==> src/rtl/tdd_pkg.sv <==
// ----------------------------------------------------------------------------
// tdd_pkg
// types and constants of the tensor detile and dequantize block
// ----------------------------------------------------------------------------
`default_nettype none

package tdd_pkg;

  localparam int unsigned OFF_W         = 32;
  localparam int unsigned CHANNEL_BLOCK = 16;
  localparam int unsigned CB_SHIFT      = $clog2(CHANNEL_BLOCK);
  localparam int unsigned ROW_BLOCK     = 16;
  localparam int unsigned RB_SHIFT      = $clog2(ROW_BLOCK);
  localparam int unsigned STRIDE_ALIGN  = 63;
  localparam int unsigned DIM_W         = 16;
  localparam int unsigned BATCH_W       = 8;
  localparam int unsigned BYTE_W        = 8;
  localparam int unsigned SCALE_W       = 32;
  localparam int unsigned DEQ_W         = 41;
  localparam int unsigned CFG_IDX_W     = 3;
  localparam int unsigned CFG_DATA_W    = 32;
  localparam int unsigned BLKCNT_W      = DIM_W + 1 - CB_SHIFT;
  localparam int unsigned ROWCNT_W      = DIM_W + 1 - RB_SHIFT;
  localparam int unsigned PADC_W        = DIM_W + 1;
  localparam int unsigned SCALE_RESET   = 32'h0100_0000;

  typedef logic [OFF_W-1:0] off_t;

  typedef enum logic [1:0] {
    LAYOUT_NC1HWC2     = 2'd0,
    LAYOUT_HWC1C2      = 2'd1,
    LAYOUT_NC1HWC2_ALT = 2'd2,
    LAYOUT_HBWCH16     = 2'd3
  } layout_e;

  typedef enum logic {
    ORDER_NHWC = 1'b0,
    ORDER_NCHW = 1'b1
  } order_e;

  typedef enum logic [CFG_IDX_W-1:0] {
    REG_DIM_BATCH     = 3'd0,
    REG_DIM_HEIGHT    = 3'd1,
    REG_DIM_WIDTH     = 3'd2,
    REG_DIM_CHANNELS  = 3'd3,
    REG_NATIVE_LAYOUT = 3'd4,
    REG_DEST_ORDER    = 3'd5,
    REG_SCALE_Q24     = 3'd6,
    REG_ZERO_POINT    = 3'd7
  } reg_idx_e;

  typedef struct packed {
    logic [DIM_W-1:0]      dim_h;
    logic [DIM_W-1:0]      dim_w;
    logic [DIM_W-1:0]      dim_c;
    layout_e               layout;
    order_e                order;
    logic [SCALE_W-1:0]    scale;
    logic signed [BYTE_W-1:0] zp;
    logic [BLKCNT_W-1:0]   c1;
    logic [ROWCNT_W-1:0]   hblk;
    logic [PADC_W-1:0]     padc;
  } cfg_t;

  typedef struct packed {
    logic s1;
    logic s2;
    logic s3;
  } stage_en_t;

endpackage

`default_nettype wire

==> src/rtl/tdd_dequant_pipe.sv <==
// ----------------------------------------------------------------------------
// tdd_dequant_pipe
// zero point removal and scale multiply, aligned to the offset pipeline
// ----------------------------------------------------------------------------
`default_nettype none

module tdd_dequant_pipe import tdd_pkg::*; (
  input  wire logic                     clk_i,
  input  wire cfg_t                     cfg_i,
  input  wire stage_en_t                en_i,
  input  wire logic signed [BYTE_W-1:0] raw_value_i,
  output logic signed [DEQ_W-1:0]       dequantized_value_o,
  output logic [BYTE_W-1:0]             byte_value_o
);

  logic signed [BYTE_W:0]       diff_q, diff_d;
  logic signed [SCALE_W:0]      scale_s;
  logic signed [DEQ_W:0]        prod_w;
  logic signed [DEQ_W-1:0]      prod_q, prod_d, deq3_q;
  logic [BYTE_W-1:0]            byte1_q, byte2_q, byte3_q;

  assign diff_d = (BYTE_W+1)'(raw_value_i) - (BYTE_W+1)'(cfg_i.zp);

  always_ff @(posedge clk_i) begin
    if (en_i.s1) begin
      diff_q  <= diff_d;
      byte1_q <= raw_value_i;
    end
  end

  assign scale_s = $signed({1'b0, cfg_i.scale});
  assign prod_w  = diff_q * scale_s;
  assign prod_d  = prod_w[DEQ_W-1:0];

  always_ff @(posedge clk_i) begin
    if (en_i.s2) begin
      prod_q  <= prod_d;
      byte2_q <= byte1_q;
    end
  end

  always_ff @(posedge clk_i) begin
    if (en_i.s3) begin
      deq3_q  <= prod_q;
      byte3_q <= byte2_q;
    end
  end

  assign dequantized_value_o = deq3_q;
  assign byte_value_o        = byte3_q;

endmodule

`default_nettype wire

==> config.mk <==
export PLATFORM = sky130hd
export DESIGN_NAME = tdd_dequant_pipe
export DESIGN_NICKNAME = d
export VERILOG_FILES = /design/src/rtl/tdd_pkg.sv /design/src/rtl/tdd_dequant_pipe.sv
export SDC_FILE = /design/constraint.sdc
export NUM_CORES = 1
export LEC_CHECK = 0
export ABC_AREA = 1
export BUFFER_PORTS_ARGS = -buffer_cell sky130_fd_sc_hd__buf_4
export CORE_MARGIN = 10
export CORE_UTILIZATION = 25
export DETAILED_ROUTE_END_ITERATION = 12
export GPL_TIMING_DRIVEN = 0
export PLACE_DENSITY = 0.41
export SYNTH_ARGS = -nofsm -noshare
export SYNTH_HDL_FRONTEND = slang
export SYNTH_SLANG_ARGS = --single-unit
==> constraint.sdc <==
create_clock -name clk_i -period 9.2 [get_ports clk_i]
set_input_delay 1.84 -clock clk_i [delete_from_list [all_inputs] [get_ports clk_i]]
set_output_delay 1.84 -clock clk_i [all_outputs]
set_load 0.02 [all_outputs]
### After elaboration in Yosys (flattened, before gate mapping)

Cells that the tools add are included.

* output and inout bits: 49
* register bits: 115

* $add $sub $neg: 1
* multiply operators: 1

Operators with widths (count)
* $mul A9 B33 Y41: 1
* $sub A8 B8 Y9: 1

### Depth between registers and ports, before layout

* word-level depth: 1
* mapped depth: 25
* mapped depth without buffers: 24

### Worst setup path after synthesis

Ideal clock, no wire load.

* path kind: input to register
* start point: input cfg_i[58] in the netlist's numbering
* end point: register prod_q[34] (data pin)
* slack: 3.155 ns
* data arrival time: 5.793 ns
* setup time: 0.252 ns
* data required time: 8.948 ns
* path buffers: 1
* cell stages on the path: 23
* cell sequence: buf_1 > nand2_1 > fa_1 > inv_1 > fa_1 > inv_1 > fa_1 > inv_1 > fa_1 > fa_1 > ha_1 > nand2_1 > inv_1 > nand2_1 > nand2_1 > nand2_1 > nand3_2 > nand2_1 > nand2_2 > nand2_1 > nand2_1 > nand2_1 > nand2_1

* word-level cells in the longest chain between the ends: 1

RTL lines
* start: declaration: line tdd_dequant_pipe.sv:9 `input wire cfg_t cfg_i,`
* $mul A9 B33 Y41: line tdd_dequant_pipe.sv:32 `assign prod_w = diff_q * scale_s;`
* via prod_w[34]: line tdd_dequant_pipe.sv:18 `logic signed [DEQ_W:0] prod_w;`
* end signal: assignment: line tdd_dequant_pipe.sv:37 `prod_q <= prod_d;`
* end: declaration: line tdd_dequant_pipe.sv:19 `logic signed [DEQ_W-1:0] prod_q, prod_d, deq3_q;`

The timed path passes the listed nets, and every way through them passes these cells.
A chain may end at the register's enable or synchronous reset.

### Worst setup path after layout

* start point: input cfg_i[58] in the netlist's numbering
* end point: register prod_q[35] (data pin)

The elaborated chain is that of the path after synthesis.

==> metrics <==
largest net degree at the start of global routing=50; CTS Buf Count=17; setup TNS=0 ns; crit start category=input port; crit-path cells=buf_1 > nand2_1 > fa_1 > inv_1 > fa_1 > inv_1 > fa_1 > inv_1 > fa_1 > fa_1 > ha_1 > nand2_1 > nand3_1 > nand2_1 > nand2_1 > nand3b_1 > nand2_1 > nand2_1 > nand3_1 > nand2_1; Die ar.=approximately 64000 sq um; synthesized net count=around 2000; Crit-path slowest cell=fa_1; Setup CP Type=input port to flip-flop; Peak Freq=approximately 0.16 GHz; initial antenna violation count=0; Ports=between 150 and 200; nets=around 2100; WL per Instance=~17 um; grt ovf=0; CP Capture Type=flip-flop; worst skew pair latency=approximately 0.46 ns; YS warnings=0; CTS sink count=roughly 120; syn avg cell area=8.73 sq um; register area share after synthesis=0.254; most used cell, CP=nand2_1; Crit path required time=9.40 ns; RSZ-0062 raised after global routing=no; hold buffers post-CTS=0; Final HPWL DP=approximately 33000 um; gr usage total=0.128; vias in the first global route=10500; Netlist Area Pre-Place=13600 sq um; Synth Instances=1559; DRT iter0 DRCs=about 470; crit share post-route=0.690; final WL=39800 um; synthesized flop and latch total=115; Synth top area share=0.312; XOR/XNOR Fraction of Synth Area=0.0180; 1st-pass router iterations=5; final setup vio count=0; main combinational cell family by area after synthesis=adder cells; CORE AREA=53900 sq um; Post-CTS Setup Bufs=0; area added between synthesis and finish=14.2%; # H-tree levels=4; crit-path max cell delay=~0.57 ns; main area contributors after synthesis=fa_1 (31%), edfxtp_1 (25%), nand2_1 (13%), inv_1 (11%), ha_1 (9.6%); largest area contributor in the netlist=fa_1; chip height=between 200 and 300 um; die width=roughly 250 um; Synth Area in Compound Gates=0.0244; clock skew=between 0.015 and 0.02 ns; CTS tree=done; Initial Util=0.253; # DRC=0; Worst-Margin Slew=about 0.93 ns; mux cell area share after synthesis=0; global-route wire length before repair=61100 um; vias per inst=between 4 and 5; Post-CTS Resized=0; ANT cells=0; ANT nets after route=0; buffer levels on the longest clock path=2; hold path depth=0; minimum clock period after layout=6.35 ns; Post-Synth Simple-Gate Area=0.174; Max Slew Vio Count=0; layout cells sized above 1=0.0747; Final Hold Fails=0; Max-Cap Viols=0; WP data arrival=about 6.5 ns; gp weighted congestion=0.835; Crit Path Max Fanout=9; row cnt=between 80 and 90; R2R depth=19; Slew HR=0.380; status=finished clean; Post-Synth Adder-Cell Area=0.408; Clock Tree Root=clkbuf_16; Clock Pin Slew Worst Setup and Hold Paths=around 0.060 ns; number of distinct library cells after synthesis=27; buffers added on ports=68; via count=~9900; Worst Hold Class=flip-flop to flip-flop
==> final timing paths <==
kind | startpoint | end | slack (ns)
setup / recovery | cfg_i[58] | prod_q[35] | 2.85
hold / removal | prod_q[27] | dequantized_value_o[27] | 0.41
setup reg to reg | diff_q[8] | prod_q[35] | 3.44
hold reg to reg | prod_q[27] | dequantized_value_o[27] | 0.41
==> metrics by stage <==
step                cells  hold slack [ns]  setup slack, ns  cell area, sq um  utilization
finish               2355            0.412             2.85             15500        0.288
global route         2355            0.420             2.65             15500        0.288
CTS                  2355            0.412             2.92             15500        0.288
detailed placement   2323            0.405             2.40             15000        0.278
global placement     2323            0.401             2.43             15000        0.278
floorplan            1559            0.400             3.16             13600            -
==> final cells by class <==
type                            instances  area (sq um)
Fill cell                            5718         38400
Tap cell                              696           871
Clock buffer                           18           429
Inverter                              383          1440
Buffer                                 59           221
Clock inverter                         14           118
Timing Repair Buffer                   68           510
Sequential cell                       115          3450
Multi-Input combinational cell       1002          8500
==> cell families (layout without fill, tap and decap cells) <==
family / Yosys count / in the layout
simple gates: 594 / 594
buf+inv: 442 / 542
fa+ha+maj: 317 / 317
flops: 115 / 115
compound gates: 63 / 63
xor+xnor: 28 / 28
==> synth_stat cells <==
| cell | instances |
|---|---|
| xor2_1 | 21 |
| nor2_2 | 3 |
| nand3_2 | 4 |
| or2_2 | 7 |
| clkbuf_1 | 57 |
| a31oi_1 | 2 |
| ha_1 | 105 |
| o21ai_0 | 16 |
| nand2_2 | 10 |
| buf_1 | 2 |
| o21bai_1 | 4 |
| fa_1 | 212 |
| nor2_4 | 1 |
| nand3_1 | 23 |
| and2_1 | 1 |
| nor4_1 | 1 |
| edfxtp_1 | 115 |
| nand2_1 | 454 |
| a21o_1 | 2 |
| nand4_1 | 2 |
| nand3b_1 | 1 |
| nor2_1 | 76 |
| nor3_1 | 11 |
| xnor2_1 | 7 |
| inv_1 | 383 |
| o21ai_1 | 1 |
| a21oi_1 | 38 |
==> worst max-delay path, delay by kind of cell <==
family	cells	cell delay (ns)
adder cells (fa/ha/maj)	6	2.89
buffers and inverters	4	0.60
AND/OR/NAND/NOR	10	1.19
==> state kept, by name (all words and copies together) (netlist names) <==
register / cells
byte_value_o: 8
dequantized_value_o: 41
diff_q: 9
byte1_q: 8
prod_q: 41
byte2_q: 8
==> layout by cell type, fill, tap and decap left out, drive strengths merged, types with 2 or more instances in the layout <==
cell type and n:
nand2 464, inv 390, fa 212, edfxtp 115
ha 105, nor2 80, clkbuf 75, buf 70
a21oi 38, nand3 27, xor2 21, o21ai 17
nor3 11, or2 7, xnor2 7, clkinv 6
o21bai 4, nand4 2, a31oi 2, a21o 2
==> layer usage <==
metal | share of wire | vias to the layer above | track usage
li1 | - | 4780 | -
met1 | 0.41 | 4925 | 0.148
met2 | 0.53 | 160 | 0.234
met3 | 0.035 | 42 | 0.0209
met4 | 0.021 | 0 | 0.0435
met5 | 0 | - | 0
Power is left out: the tool's default activity adds up to more than one toggle a clock period on the data nets, which glitch-free logic cannot reach.
