**src/rtl/tdd_pkg.sv**
```systemverilog
// ----------------------------------------------------------------------------
// tdd_pkg
// types and constants of the tensor detile and dequantize block
// ----------------------------------------------------------------------------
`default_nettype none

package tdd_pkg;

  localparam int unsigned OFF_W         = 32;
  localparam int unsigned CHANNEL_BLOCK = 16;
  localparam int unsigned CB_SHIFT      = $clog2(CHANNEL_BLOCK);
  localparam int unsigned ROW_BLOCK     = 16;
  localparam int unsigned RB_SHIFT      = $clog2(ROW_BLOCK);
  localparam int unsigned STRIDE_ALIGN  = 63;
  localparam int unsigned DIM_W         = 16;
  localparam int unsigned BATCH_W       = 8;
  localparam int unsigned BYTE_W        = 8;
  localparam int unsigned SCALE_W       = 32;
  localparam int unsigned DEQ_W         = 41;
  localparam int unsigned CFG_IDX_W     = 3;
  localparam int unsigned CFG_DATA_W    = 32;
  localparam int unsigned BLKCNT_W      = DIM_W + 1 - CB_SHIFT;
  localparam int unsigned ROWCNT_W      = DIM_W + 1 - RB_SHIFT;
  localparam int unsigned PADC_W        = DIM_W + 1;
  localparam int unsigned SCALE_RESET   = 32'h0100_0000;

  typedef logic [OFF_W-1:0] off_t;

  typedef enum logic [1:0] {
    LAYOUT_NC1HWC2     = 2'd0,
    LAYOUT_HWC1C2      = 2'd1,
    LAYOUT_NC1HWC2_ALT = 2'd2,
    LAYOUT_HBWCH16     = 2'd3
  } layout_e;

  typedef enum logic {
    ORDER_NHWC = 1'b0,
    ORDER_NCHW = 1'b1
  } order_e;

  typedef enum logic [CFG_IDX_W-1:0] {
    REG_DIM_BATCH     = 3'd0,
    REG_DIM_HEIGHT    = 3'd1,
    REG_DIM_WIDTH     = 3'd2,
    REG_DIM_CHANNELS  = 3'd3,
    REG_NATIVE_LAYOUT = 3'd4,
    REG_DEST_ORDER    = 3'd5,
    REG_SCALE_Q24     = 3'd6,
    REG_ZERO_POINT    = 3'd7
  } reg_idx_e;

  typedef struct packed {
    logic [DIM_W-1:0]      dim_h;
    logic [DIM_W-1:0]      dim_w;
    logic [DIM_W-1:0]      dim_c;
    layout_e               layout;
    order_e                order;
    logic [SCALE_W-1:0]    scale;
    logic signed [BYTE_W-1:0] zp;
    logic [BLKCNT_W-1:0]   c1;
    logic [ROWCNT_W-1:0]   hblk;
    logic [PADC_W-1:0]     padc;
  } cfg_t;

  typedef struct packed {
    logic s1;
    logic s2;
    logic s3;
  } stage_en_t;

endpackage

`default_nettype wire

```
**src/rtl/tdd_cfg_regs.sv**
```systemverilog
// ----------------------------------------------------------------------------
// tdd_cfg_regs
// configuration register file and the block counts derived from it
// ----------------------------------------------------------------------------
`default_nettype none

module tdd_cfg_regs import tdd_pkg::*; (
  input  wire logic                  clk_i,
  input  wire logic                  rst_ni,
  input  wire logic                  cfg_valid_i,
  input  wire logic [CFG_IDX_W-1:0]  cfg_index_i,
  input  wire logic [CFG_DATA_W-1:0] cfg_data_i,
  output logic                       cfg_ready_o,
  output cfg_t                       cfg_o
);

  logic [DIM_W-1:0]         dim_h_q, dim_h_d;
  logic [DIM_W-1:0]         dim_w_q, dim_w_d;
  logic [DIM_W-1:0]         dim_c_q, dim_c_d;
  layout_e                  layout_q, layout_d;
  order_e                   order_q, order_d;
  logic [SCALE_W-1:0]       scale_q, scale_d;
  logic signed [BYTE_W-1:0] zp_q, zp_d;
  logic [PADC_W-1:0]        c_sum;
  logic [PADC_W-1:0]        h_sum;

  assign cfg_ready_o = 1'b1;

  always_comb begin
    dim_h_d  = dim_h_q;
    dim_w_d  = dim_w_q;
    dim_c_d  = dim_c_q;
    layout_d = layout_q;
    order_d  = order_q;
    scale_d  = scale_q;
    zp_d     = zp_q;
    if (cfg_valid_i) begin
      case (reg_idx_e'(cfg_index_i))
        REG_DIM_BATCH: begin
          // batch count is not kept, the write has no effect
        end
        REG_DIM_HEIGHT:    dim_h_d  = cfg_data_i[DIM_W-1:0];
        REG_DIM_WIDTH:     dim_w_d  = cfg_data_i[DIM_W-1:0];
        REG_DIM_CHANNELS:  dim_c_d  = cfg_data_i[DIM_W-1:0];
        REG_NATIVE_LAYOUT: layout_d = layout_e'(cfg_data_i[1:0]);
        REG_DEST_ORDER:    order_d  = order_e'(cfg_data_i[0]);
        REG_SCALE_Q24:     scale_d  = cfg_data_i[SCALE_W-1:0];
        REG_ZERO_POINT:    zp_d     = $signed(cfg_data_i[BYTE_W-1:0]);
        default: begin
        end
      endcase
    end
  end

  always_ff @(posedge clk_i or negedge rst_ni) begin
    if (!rst_ni) begin
      dim_h_q  <= DIM_W'(1);
      dim_w_q  <= DIM_W'(1);
      dim_c_q  <= DIM_W'(1);
      layout_q <= LAYOUT_NC1HWC2;
      order_q  <= ORDER_NHWC;
      scale_q  <= SCALE_W'(SCALE_RESET);
      zp_q     <= '0;
    end else begin
      dim_h_q  <= dim_h_d;
      dim_w_q  <= dim_w_d;
      dim_c_q  <= dim_c_d;
      layout_q <= layout_d;
      order_q  <= order_d;
      scale_q  <= scale_d;
      zp_q     <= zp_d;
    end
  end

  // channel blocks and row blocks, rounded up
  assign c_sum = PADC_W'(dim_c_q) + PADC_W'(CHANNEL_BLOCK - 1);
  assign h_sum = PADC_W'(dim_h_q) + PADC_W'(ROW_BLOCK - 1);

  always_comb begin
    cfg_o.dim_h  = dim_h_q;
    cfg_o.dim_w  = dim_w_q;
    cfg_o.dim_c  = dim_c_q;
    cfg_o.layout = layout_q;
    cfg_o.order  = order_q;
    cfg_o.scale  = scale_q;
    cfg_o.zp     = zp_q;
    cfg_o.c1     = c_sum[PADC_W-1:CB_SHIFT];
    cfg_o.hblk   = h_sum[PADC_W-1:RB_SHIFT];
    cfg_o.padc   = {c_sum[PADC_W-1:CB_SHIFT], {CB_SHIFT{1'b0}}};
  end

endmodule

`default_nettype wire

```
**config.mk**
```make
export PLATFORM = sky130hd
export DESIGN_NAME = tdd_cfg_regs
export DESIGN_NICKNAME = d
export VERILOG_FILES = /design/src/rtl/tdd_pkg.sv /design/src/rtl/tdd_cfg_regs.sv
export SDC_FILE = /design/constraint.sdc
export NUM_CORES = 1
export LEC_CHECK = 0
export CORE_UTILIZATION = 45
export DETAILED_ROUTE_END_ITERATION = 12
export DONT_BUFFER_PORTS = 1
export GPL_ROUTABILITY_DRIVEN = 0
export GPL_TIMING_DRIVEN = 0
export SETUP_SLACK_MARGIN = 0.05
export SYNTH_ARGS = -nofsm -noshare
export SYNTH_HDL_FRONTEND = slang
export SYNTH_SLANG_ARGS = --single-unit
export TNS_END_PERCENT = 5
```
**constraint.sdc**
```tcl
create_clock -name clk_i -period 1.5 [get_ports clk_i]
set_clock_uncertainty 0.15 [all_clocks]
set_input_delay 0.075 -clock clk_i [delete_from_list [all_inputs] [get_ports clk_i]]
set_output_delay 0.075 -clock clk_i [all_outputs]
set_load 0.02 [all_outputs]
```
# Word level (Yosys, flattened, before mapping)
# Index checks and enable logic that the tools add are counted.
[word_totals]
word_cells = 23
inputBits = 38
reg_bits = 91
out_inout_bits = 135
[op_classes]
n_reduce_logical = 7
n_eq_ne = 7
addsub = 2
[op_table]
columns = ["cell", "n"]
rows = [
  ["$add A16 B4 Y17 const B", 2],
  ["$reduce_and A2 Y1", 7],
  ["$eq A3 B3 Y1 const B", 4],
  ["$eq A3 B2 Y1 const B", 2],
  ["$eq A3 B1 Y1 const B", 1],
]

# Logic depth before layout (Yosys ltp)
# Gate-level depths: netlist of the first run.
[logic_depth]
word_depth = 2
mapped_depth = 5
depth_no_buf = 3

# Worst setup path after synthesis of the first run
# OpenSTA, ideal clock, no wires.
[synth_timing]
kind = "register to output"
from = "register dim_c_q[0]"
to = "output cfg_o[42] (netlist bit)"
t_required_ps = 1275
stages_incl_launch_ff = 5
n_path_buf = 2
t_arrival_ps = 1953
slack_ps = -678
cell_sequence = "dfstp_2 o41ai_2 buf_2 nor4_1 buf_4"
[synth_rtl]
columns = ["item", "line_no", "rtl"]
rows = [
  ["start: declaration", "tdd_cfg_regs.sv:19", "logic [DIM_W-1:0] dim_c_q, dim_c_d;"],
  ["start signal: assignment", "tdd_cfg_regs.sv:67", "dim_c_q <= dim_c_d;"],
  ["end: declaration", "tdd_cfg_regs.sv:14", "output cfg_t cfg_o"],
]

==> results of run 1 <==
## layer usage
metal  routed length, um  global-route usage (%)
met5                   0                       0
met2                4840                    33.6
met4                 177                    8.26
met3                 676                    5.76
met1                4040                    26.7
## worst max-delay path: cells and delay by family, from the launching register on
family,cells,cell delay [ns]
DFF,1,0.66
buffers and inverters,2,0.39
xor gates and xnor gates,1,0.31
and+or+nand+nor,1,0.26
AOI/OAI and AO/OA,1,0.13
## cells in the mapped netlist (3+ instances only)
cell type / n / area share, %
buf_6: 5 / 1.3
nor2_1: 5 / 0.44
nor4_1: 7 / 1.0
xnor2_1: 6 / 1.2
dfrtp_1: 87 / 51
nand4_1: 3 / 0.44
dfstp_2: 4 / 2.5
nand3_1: 8 / 0.94
inv_1: 3 / 0.26
mux2_4: 20 / 7.0
buf_2: 5 / 0.59
mux2_2: 66 / 17
nor3_1: 8 / 0.94
mux2_1: 5 / 1.3
xor2_1: 18 / 3.7
nand2_1: 5 / 0.44
buf_4: 20 / 3.5
## kinds of logic (layout without fill, tap and decap cells)
kind of cell	count (synthesis)	count (layout)	synth area share, %
other	2	5	0.176
multiplexers	91	91	25.8
buffers and inverters	35	92	6.62
flip-flops	91	91	53.5
XOR/XNOR	24	24	4.92
AND/OR/NAND/NOR	48	48	8.03
AO/OA/AOI/OAI	2	2	1.03
## state kept, by name, summed over array words and instances (netlist names)
| signal | flops |
|---|---|
| scale_q | 32 |
| zp_q | 8 |
| layout_q | 2 |
| dim_c_q | 16 |
| dim_h_q | 16 |
| dim_w_q | 16 |
| order_q | 1 |
## final cells by class
type | instances | area (um2)
Buffer | 32 | 300
Clock buffer | 11 | 141
Clock inverter | 5 | 38.8
Fill cell | 786 | 3930
Inverter | 3 | 11.3
Multi-Input combinational cell | 170 | 1910
Sequential cell | 91 | 2310
Tap cell | 111 | 139
Timing Repair Buffer | 41 | 405
## per-stage QoR
stage,setup WS (ns),setup TNS [ns],instances,total power [mW]
after detailed placement,-0.562,-14.69,407,6.08
after global routing,-0.948,-30.77,464,8.12
after CTS,-0.887,-28.88,463,7.80
after global placement,-0.537,-14.50,407,6.04
after floorplan,-0.355,-7.41,296,5.72
final,-0.830,-26.56,464,7.76
## power breakdown
part	total, mW	switching (mW)	leakage [nW]	internal [mW]
Combinational	1.84	0.920	1.09	0.920
Clock	1.53	0.879	0.0895	0.654
Sequential	4.38	1.35	1.06	3.04
Total	7.76	3.15	2.24	4.61
## worst max-delay path by stage
stage / from / endpoint / slack [ns] / cells past startpoint
CTS: dim_c_q[1] / cfg_o[39] / -0.89 / 5
detailed placement: dim_c_q[6] / cfg_o[40] / -0.56 / 4
finish: dim_c_q[0] / cfg_o[36] / -0.83 / 5
global route: dim_c_q[3] / cfg_o[34] / -0.95 / 5
floorplan: dim_c_q[0] / cfg_o[37] / -0.35 / 5
global placement: dim_c_q[6] / cfg_o[40] / -0.54 / 4
## repair_timing
action	CTS	global route
setup buffers	2	1
resized for setup	18	13
hold endpoints to repair	182	91
endpoints found under the setup margin	39	69
pin swaps	9	1
==> metrics, run 1 <==
outcome=finished with violations; failing checks=negative hold slack, negative setup slack; Max stage delay on crit path=0.66 ns; die height=99.4 um; Yosys reg bits=91; initial antenna violation count=0; Tmin final=2.33 ns; Final Instance Area=5260 um2; CTS tree=yes; number of buffers created by CTS=9; Final Max Slew Viols=0; Slew headroom=60.8%; vias per std cell=5.48; Setup crit end kind=primary output; antenna cell count=0; largest net degree at the start of global routing=92; clock buffer depth=2; total gr overflow=0; DRC violations left=0; Reg clk slew, reported paths=0.09 ns; htree depth=3; global-route wire length before repair=15200 um; final hold slack=-0.752 ns; final worst slack=-0.830 ns; fin util=57.2%; Core Box Area=9200 um2; async set or reset register ratio after synthesis=100%; clk_lat worst skew=0.36 ns; R2R Path Start=dim_h_q[2]; number of nets with antenna violations after routing=0; Syn Area/Cell=14.6 um2; GRT Util Overall=20.8%; Cell Chain, Critical Path=o41ai_4 > buf_6 > nor3_2 > xor2_2 > buf_4; wire length per cell=21.0 um; unrepaired setup endpoints after global routing=yes; count of final hold-check violations=91; Netlist cell types=30; Ports=173; Post-Syn Area=4270 um2; Iter 0 DRT Violations=58; PwrDens=1470 nW/um2; Top FF cell, synth=dfrtp_1; DPL Wire Length=6440 um; Initial Util=46.4%; crit-path max FO=10; Sink Count=91; YS warnings=0; final wirelength=9740 um; Port Buf Inserts=0; startpoint types=register; post-synthesis instance total=293; most common library cell in the layout ignoring fill and taps=mux2_2; Cell Rows=35; CTS Hold Bufs=38; Pre-Repair DR Iteration Count=4; worst path required time=1.27 ns; RR Endpoint=dim_h_q[2]; root buf cell=clkbuf_8; Max-Cap Viols=0; Post-DP Area=4590 um2; sequential fraction of the synthesis area=53.5%; synth-to-layout area growth=23.3%; Hold Path Class=in -> async; routed vias=2543; Setup-failing EPs final=39; Worst-Margin Slew=0.584 ns; share of post-route cells with drive strength above 1=55.5%; LEAKAGE=2.24 nW; Slowest cell on crit path=dfstp_2; Arrival @ worst endpoint=2.11 ns; Die Wd=99.4 um; most frequent cells in the layout=mux2_2, dfrtp_1, dlygate4sd3_1; vias in the first global route=2670; Reg2Reg Depth=1; Max IR drop VDD=0.000731 V; Max Fclk=0.429 GHz; die area=9880 um2; CP Class=reg -> out; number of flops mapped to enable cells by yosys=0; Reg2Reg Setup Slack=0.37 ns; period utilization=155%; # nets final=386
(Power assumes the default switching activity.)
==> run 2, diff against run 1 <==
- CORE_MARGIN: unset -> 2
- CORE_UTILIZATION: 45 -> 38
- clock period: 1.5 -> 2.28 ns (I/O delays scaled with it)
==> metrics, run 2 (synthesis gave the netlist of run 1 again) <==
Post-DP Area=4460 um2; Reg clk slew, reported paths=0.09 ns; largest net degree at the start of global routing=92; antenna cell count=0; fin util=48.6%; outcome=finished with violations; Final Max Slew Viols=0; FILL cells=974; final worst slack=-0.135 ns; crit path launch=dim_c_q[2]; setup TNS=-1.08 ns; global-route wire length before repair=15200 um; Max stage delay on crit path=0.50 ns; Final Total Pwr=5.20 mW; max reg flops=32; htree depth=3; initial antenna violation count=0; Port Buf Inserts=0; R2R Path Start=dim_h_q[14]; Cell Chain, Critical Path=o41ai_4 > buf_6 > nor3_1 > xnor2_2 > buf_4; # nets final=383; wire length per cell=20.2 um; period utilization=106%; Buf/Inv on CP=2; unrepaired setup endpoints after global routing=yes; vias per std cell=5.16; CTS tree=yes; Max Fclk=0.414 GHz; Arrival @ worst endpoint=2.15 ns; root buf cell=clkbuf_8; Final Instance Area=5300 um2; Largest Register=scale_q; number of nets with antenna violations after routing=0; CTS Hold Bufs=36; Reg2Reg Setup Slack=1.15 ns; routed vias=2527; Slowest cell on crit path=dfrtp_2; clock buffer depth=2; number of buffers created by CTS=9; Sink Count=91; failing checks=negative hold slack, negative setup slack; startpoint types=register; multi-input logic area=1940 um2; final wirelength=9910 um; Max IR drop VDD=0.000422 V; PwrDens=982 nW/um2; Slew headroom=59.8%; CP Class=reg -> out; Tmin final=2.41 ns; most frequent cells in the layout=mux2_2, dfrtp_1, dlygate4sd3_1; Die Wd=110 um; share of post-route cells with drive strength above 1=55.7%; vias in the first global route=2636; Critical Path Stages=5; most common library cell in the layout ignoring fill and taps=mux2_2; Worst-Margin Slew=0.598 ns; Setup-failing EPs final=15; Worst Setup EP=cfg_o[39]; crit-path max FO=10; final hold slack=-0.708 ns; Initial Util=39.2%; die height=110 um; total gr overflow=0; Cell Rows=38; register area=2310 um2; clk_lat worst skew=0.35 ns; Reg2Reg Depth=1; Max-Cap Viols=0; Pre-Repair DR Iteration Count=5; LEAKAGE=2.23 nW; synth-to-layout area growth=24.0%; Ports=173; Core Box Area=10900 um2; RR Endpoint=dim_h_q[14]; DPL Wire Length=6990 um; die area=12100 um2; Crit path max-delay family=flip-flops; count of final hold-check violations=91; Iter 0 DRT Violations=88; Setup crit end kind=primary output; GRT Util Overall=17.1%; worst path required time=2.02 ns; DRC violations left=0; Hold Path Class=in -> async
[run 2: power breakdown]
part           switching, mW  leakage [nW]  internal (mW)  total [mW]
Combinational          0.607          1.07          0.602        1.21
Clock                  0.530         0.101          0.567        1.10
Sequential             0.899          1.06           2.00        2.89
Total                   2.04          2.23           3.17        5.20
[run 2: final cells by class]
class | count | area share [%]
Sequential cell | 91 | 43.6
Multi-Input combinational cell | 170 | 36.6
Timing Repair Buffer | 38 | 7.09
Buffer | 32 | 5.46
Tap cell | 140 | 3.31
Clock buffer | 14 | 3.07
Clock inverter | 2 | 0.662
Inverter | 3 | 0.213
[run 2: worst min path at each step]
| stage | from | end | slack, ns |
|---|---|---|---|
| after CTS | rst_ni | layout_q[0] | -0.74 |
| after global routing | rst_ni | scale_q[23] | -0.75 |
| after detailed placement | rst_ni | layout_q[0] | -0.33 |
| final | rst_ni | zp_q[1] | -0.71 |
| after global placement | rst_ni | scale_q[0] | -0.33 |
| after floorplan | rst_ni | dim_c_q[10] | -0.33 |
[run 2: metal layers]
layer  vias to the layer above  track usage [%]  routed length, um
met1                      1280             20.3               3890
met4                         0             5.15                 91
met5                         -                0                  0
met3                        10             8.35               1120
met2                       131             27.5               4810
li1                       1106                -                  -
[run 2: through the flow]
| step | cells | hold slack [ns] | setup slack [ns] |
|---|---|---|---|
| 6_report | 490 | -0.708 | -0.135 |
| 5_1_grt | 490 | -0.754 | -0.246 |
| 4_1_cts | 490 | -0.742 | -0.183 |
| 3_5_place_dp | 436 | -0.330 | -0.151 |
| 3_3_place_gp | 436 | -0.329 | -0.180 |
| 2_1_floorplan | 296 | -0.332 | 0.0633 |
[run 2: repair_timing]
item | 4_1_cts | 5_1_grt
endpoints found under the setup margin | 36 | 35
gates resized for setup | 45 | 15
hold endpoints to repair | 182 | 91
pin swaps | 8 | 6
setup buffers | 2 | 0
gates cloned | 0 | 0
==> run 3, diff against run 2 <==
- ABC_AREA: unset -> 1
==> metrics, run 3 <==
max reg flops=32; synth-to-layout area growth=23.1%; initial antenna violation count=0; Iter 0 DRT Violations=222; Slew headroom=66.0%; Initial Util=38.5%; number of buffers created by CTS=9; startpoint types=primary input; Placement Setup Slack=0.170 ns; Buf/Inv on CP=4; crit-path max FO=10; sequential share of power=56.2%; clock share of power=23.0%; Reg clk slew, reported paths=0.09 ns; Die Wd=108 um; most common cell in the netlist=nand2_1; synth top area cells=dfrtp_1, nand2_1, o21ai_0, inv_1, nor2_1; fin util=47.4%; number of flops mapped to enable cells by yosys=0; clk_lat worst skew=0.34 ns; share of post-route cells with drive strength above 1=13.8%; YS warnings=0; Worst-Margin Slew=0.506 ns; Setup crit end kind=register; die area=11700 um2; Int Pwr=2.84 mW; cell accounting for the most synthesized area=dfrtp_1; sequential fraction of the synthesis area=55.1%; Cell Chain, Critical Path=dlygate4sd3_1 > nand2_2 > dlygate4sd3_1 > nor2_4 > buf_4 > a21oi_1 > dlygate4sd3_1; post-synthesis instance total=504; worst path required time=2.37 ns; post-synth top area share=52.6%; Final Max Slew Viols=0; GRT Util Overall=20.2%; htree depth=3; Largest Register=scale_q; vias per std cell=4.96; clock buffer depth=2; setup TNS=0 ns; Setup-failing EPs final=0; switching portion of total power=40.0%; Max stage delay on crit path=0.59 ns; final worst slack=0.0391 ns; wire length per cell=16.6 um; Comb power frac=20.8%; period utilization=98.3%; Tmin final=2.24 ns; final wirelength=11800 um; Slowest cell on crit path=dlygate4sd3_1; CTS Hold Bufs=44; # nets final=604; failing checks=negative hold slack; Syn Area/Cell=8.21 um2; Max Fclk=0.446 GHz; vias in the first global route=3376; Pre-Repair DR Iteration Count=5; CP Class=in -> reg; global-route wire length before repair=17800 um; Ports=173; Hold Path Class=in -> async; CP dominant cell by count=dlygate4sd3_1; final hold slack=-0.701 ns; DRC violations left=0; DPL Wire Length=8200 um; switching power total=1.89 mW; outcome=finished with violations; async set or reset register ratio after synthesis=100%; Top FF cell, synth=dfrtp_1; Max-Cap Viols=0; Max IR drop VDD=0.000426 V; Cell Rows=38; root buf cell=clkbuf_8; most frequent cells in the layout=nand2_1, o21ai_0, dfrtp_1; unrepaired setup endpoints after global routing=yes; Yosys reg bits=91; Port Buf Inserts=0; Netlist cell types=23; Arrival @ worst endpoint=2.33 ns; Crit path max-delay family=buffers and inverters; largest net degree at the start of global routing=92; Sink Count=91; top cells by instance count after synthesis=nand2_1, dfrtp_1, o21ai_0, inv_1, nor2_1; antenna cell count=0; Core Box Area=10700 um2; number of nets with antenna violations after routing=0; total gr overflow=0; Post-Syn Area=4140 um2; CTS tree=yes; LEAKAGE=2.45 nW; die height=108 um; most common library cell in the layout ignoring fill and taps=nand2_1; routed vias=3527; count of final hold-check violations=91; PwrDens=928 nW/um2
[run 3: cell types whose count changed after synthesis, moves of 5 or more]
cell / previous run / this run
nand2_1: 5 / 147
mux2_2: 66 / 0
o21ai_0: 0 / 85
nor2_1: 5 / 42
buf_6: 5 / 0
a21oi_1: 0 / 10
nor3_1: 8 / 1
xor2_1: 18 / 2
mux2_4: 20 / 0
inv_1: 3 / 54
clkbuf_1: 0 / 10
nor4_1: 7 / 0
mux2_1: 5 / 0
[run 3: layer usage]
| layer | track usage (%) | vias to the layer above | wire length, um |
|---|---|---|---|
| met3 | 6.33 | 10 | 1020 |
| li1 | - | 1676 | - |
| met2 | 34.7 | 149 | 5970 |
| met5 | 0 | - | 0 |
| met1 | 24.4 | 1692 | 4700 |
| met4 | 5.59 | 0 | 92 |
[run 3: worst paths after layout]
check                          startpoint  cells past startpoint           to  slack (ns)
setup reg to reg              layout_q[0]                      3  layout_q[0]        0.80
hold reg to reg                   order_q                      2      order_q        0.35
max in group asynchronous          rst_ni                      0   dim_h_q[0]        2.45
setup / recovery           cfg_index_i[2]                      7      zp_q[7]        0.04
hold / removal                     rst_ni                      0  scale_q[18]       -0.70
min in group clk_i            cfg_valid_i                      5   scale_q[0]        0.06
[run 3: area by class of cell]
class / count / area, um2
well taps: 140 / 175
clock buffers: 11 / 141
inverters: 54 / 205
fillers: 1076 / 5650
plain buffers: 35 / 216
repair buffers: 47 / 465
clock inverters: 5 / 52.6
flip-flops and latches: 91 / 2290
multi-input cells: 328 / 1550
[run 3: stage by stage]
| stage | instances | cell area (um2) | total power, mW |
|---|---|---|---|
| 2_1_floorplan | 507 | 4150 | 3.29 |
| 3_3_place_gp | 647 | 4330 | 3.50 |
| 3_5_place_dp | 647 | 4330 | 3.53 |
| 4_1_cts | 707 | 5000 | 4.72 |
| 5_1_grt | 711 | 5090 | 5.00 |
| 6_report | 711 | 5090 | 4.73 |
[run 3: logic make-up after synthesis]
group | count (synthesis) | synth area share [%]
buffers and inverters | 89 | 10.0
XOR/XNOR | 8 | 1.69
AND/OR/NAND/NOR | 215 | 21.0
other | 2 | 0.181
flip-flops | 91 | 55.1
AO/OA/AOI/OAI | 99 | 12.0
[run 3: power by group through the flow]
stage          clock network, mW  logic [mW]  registers, mW
6_report                    1.09       0.983           2.66
5_1_grt                     1.18        1.10           2.71
4_1_cts                     1.12       0.945           2.65
3_5_place_dp                   0       0.858           2.67
3_3_place_gp                   0       0.828           2.67
2_1_floorplan                  0       0.737           2.55
[run 3: repair_timing]
action	in CTS	in global routing
setup endpoints to repair	10	16
gates resized for setup	15	20
cloned	0	1
pin swaps	1	3
endpoints found under the hold margin	182	91
buffers inserted	0	3
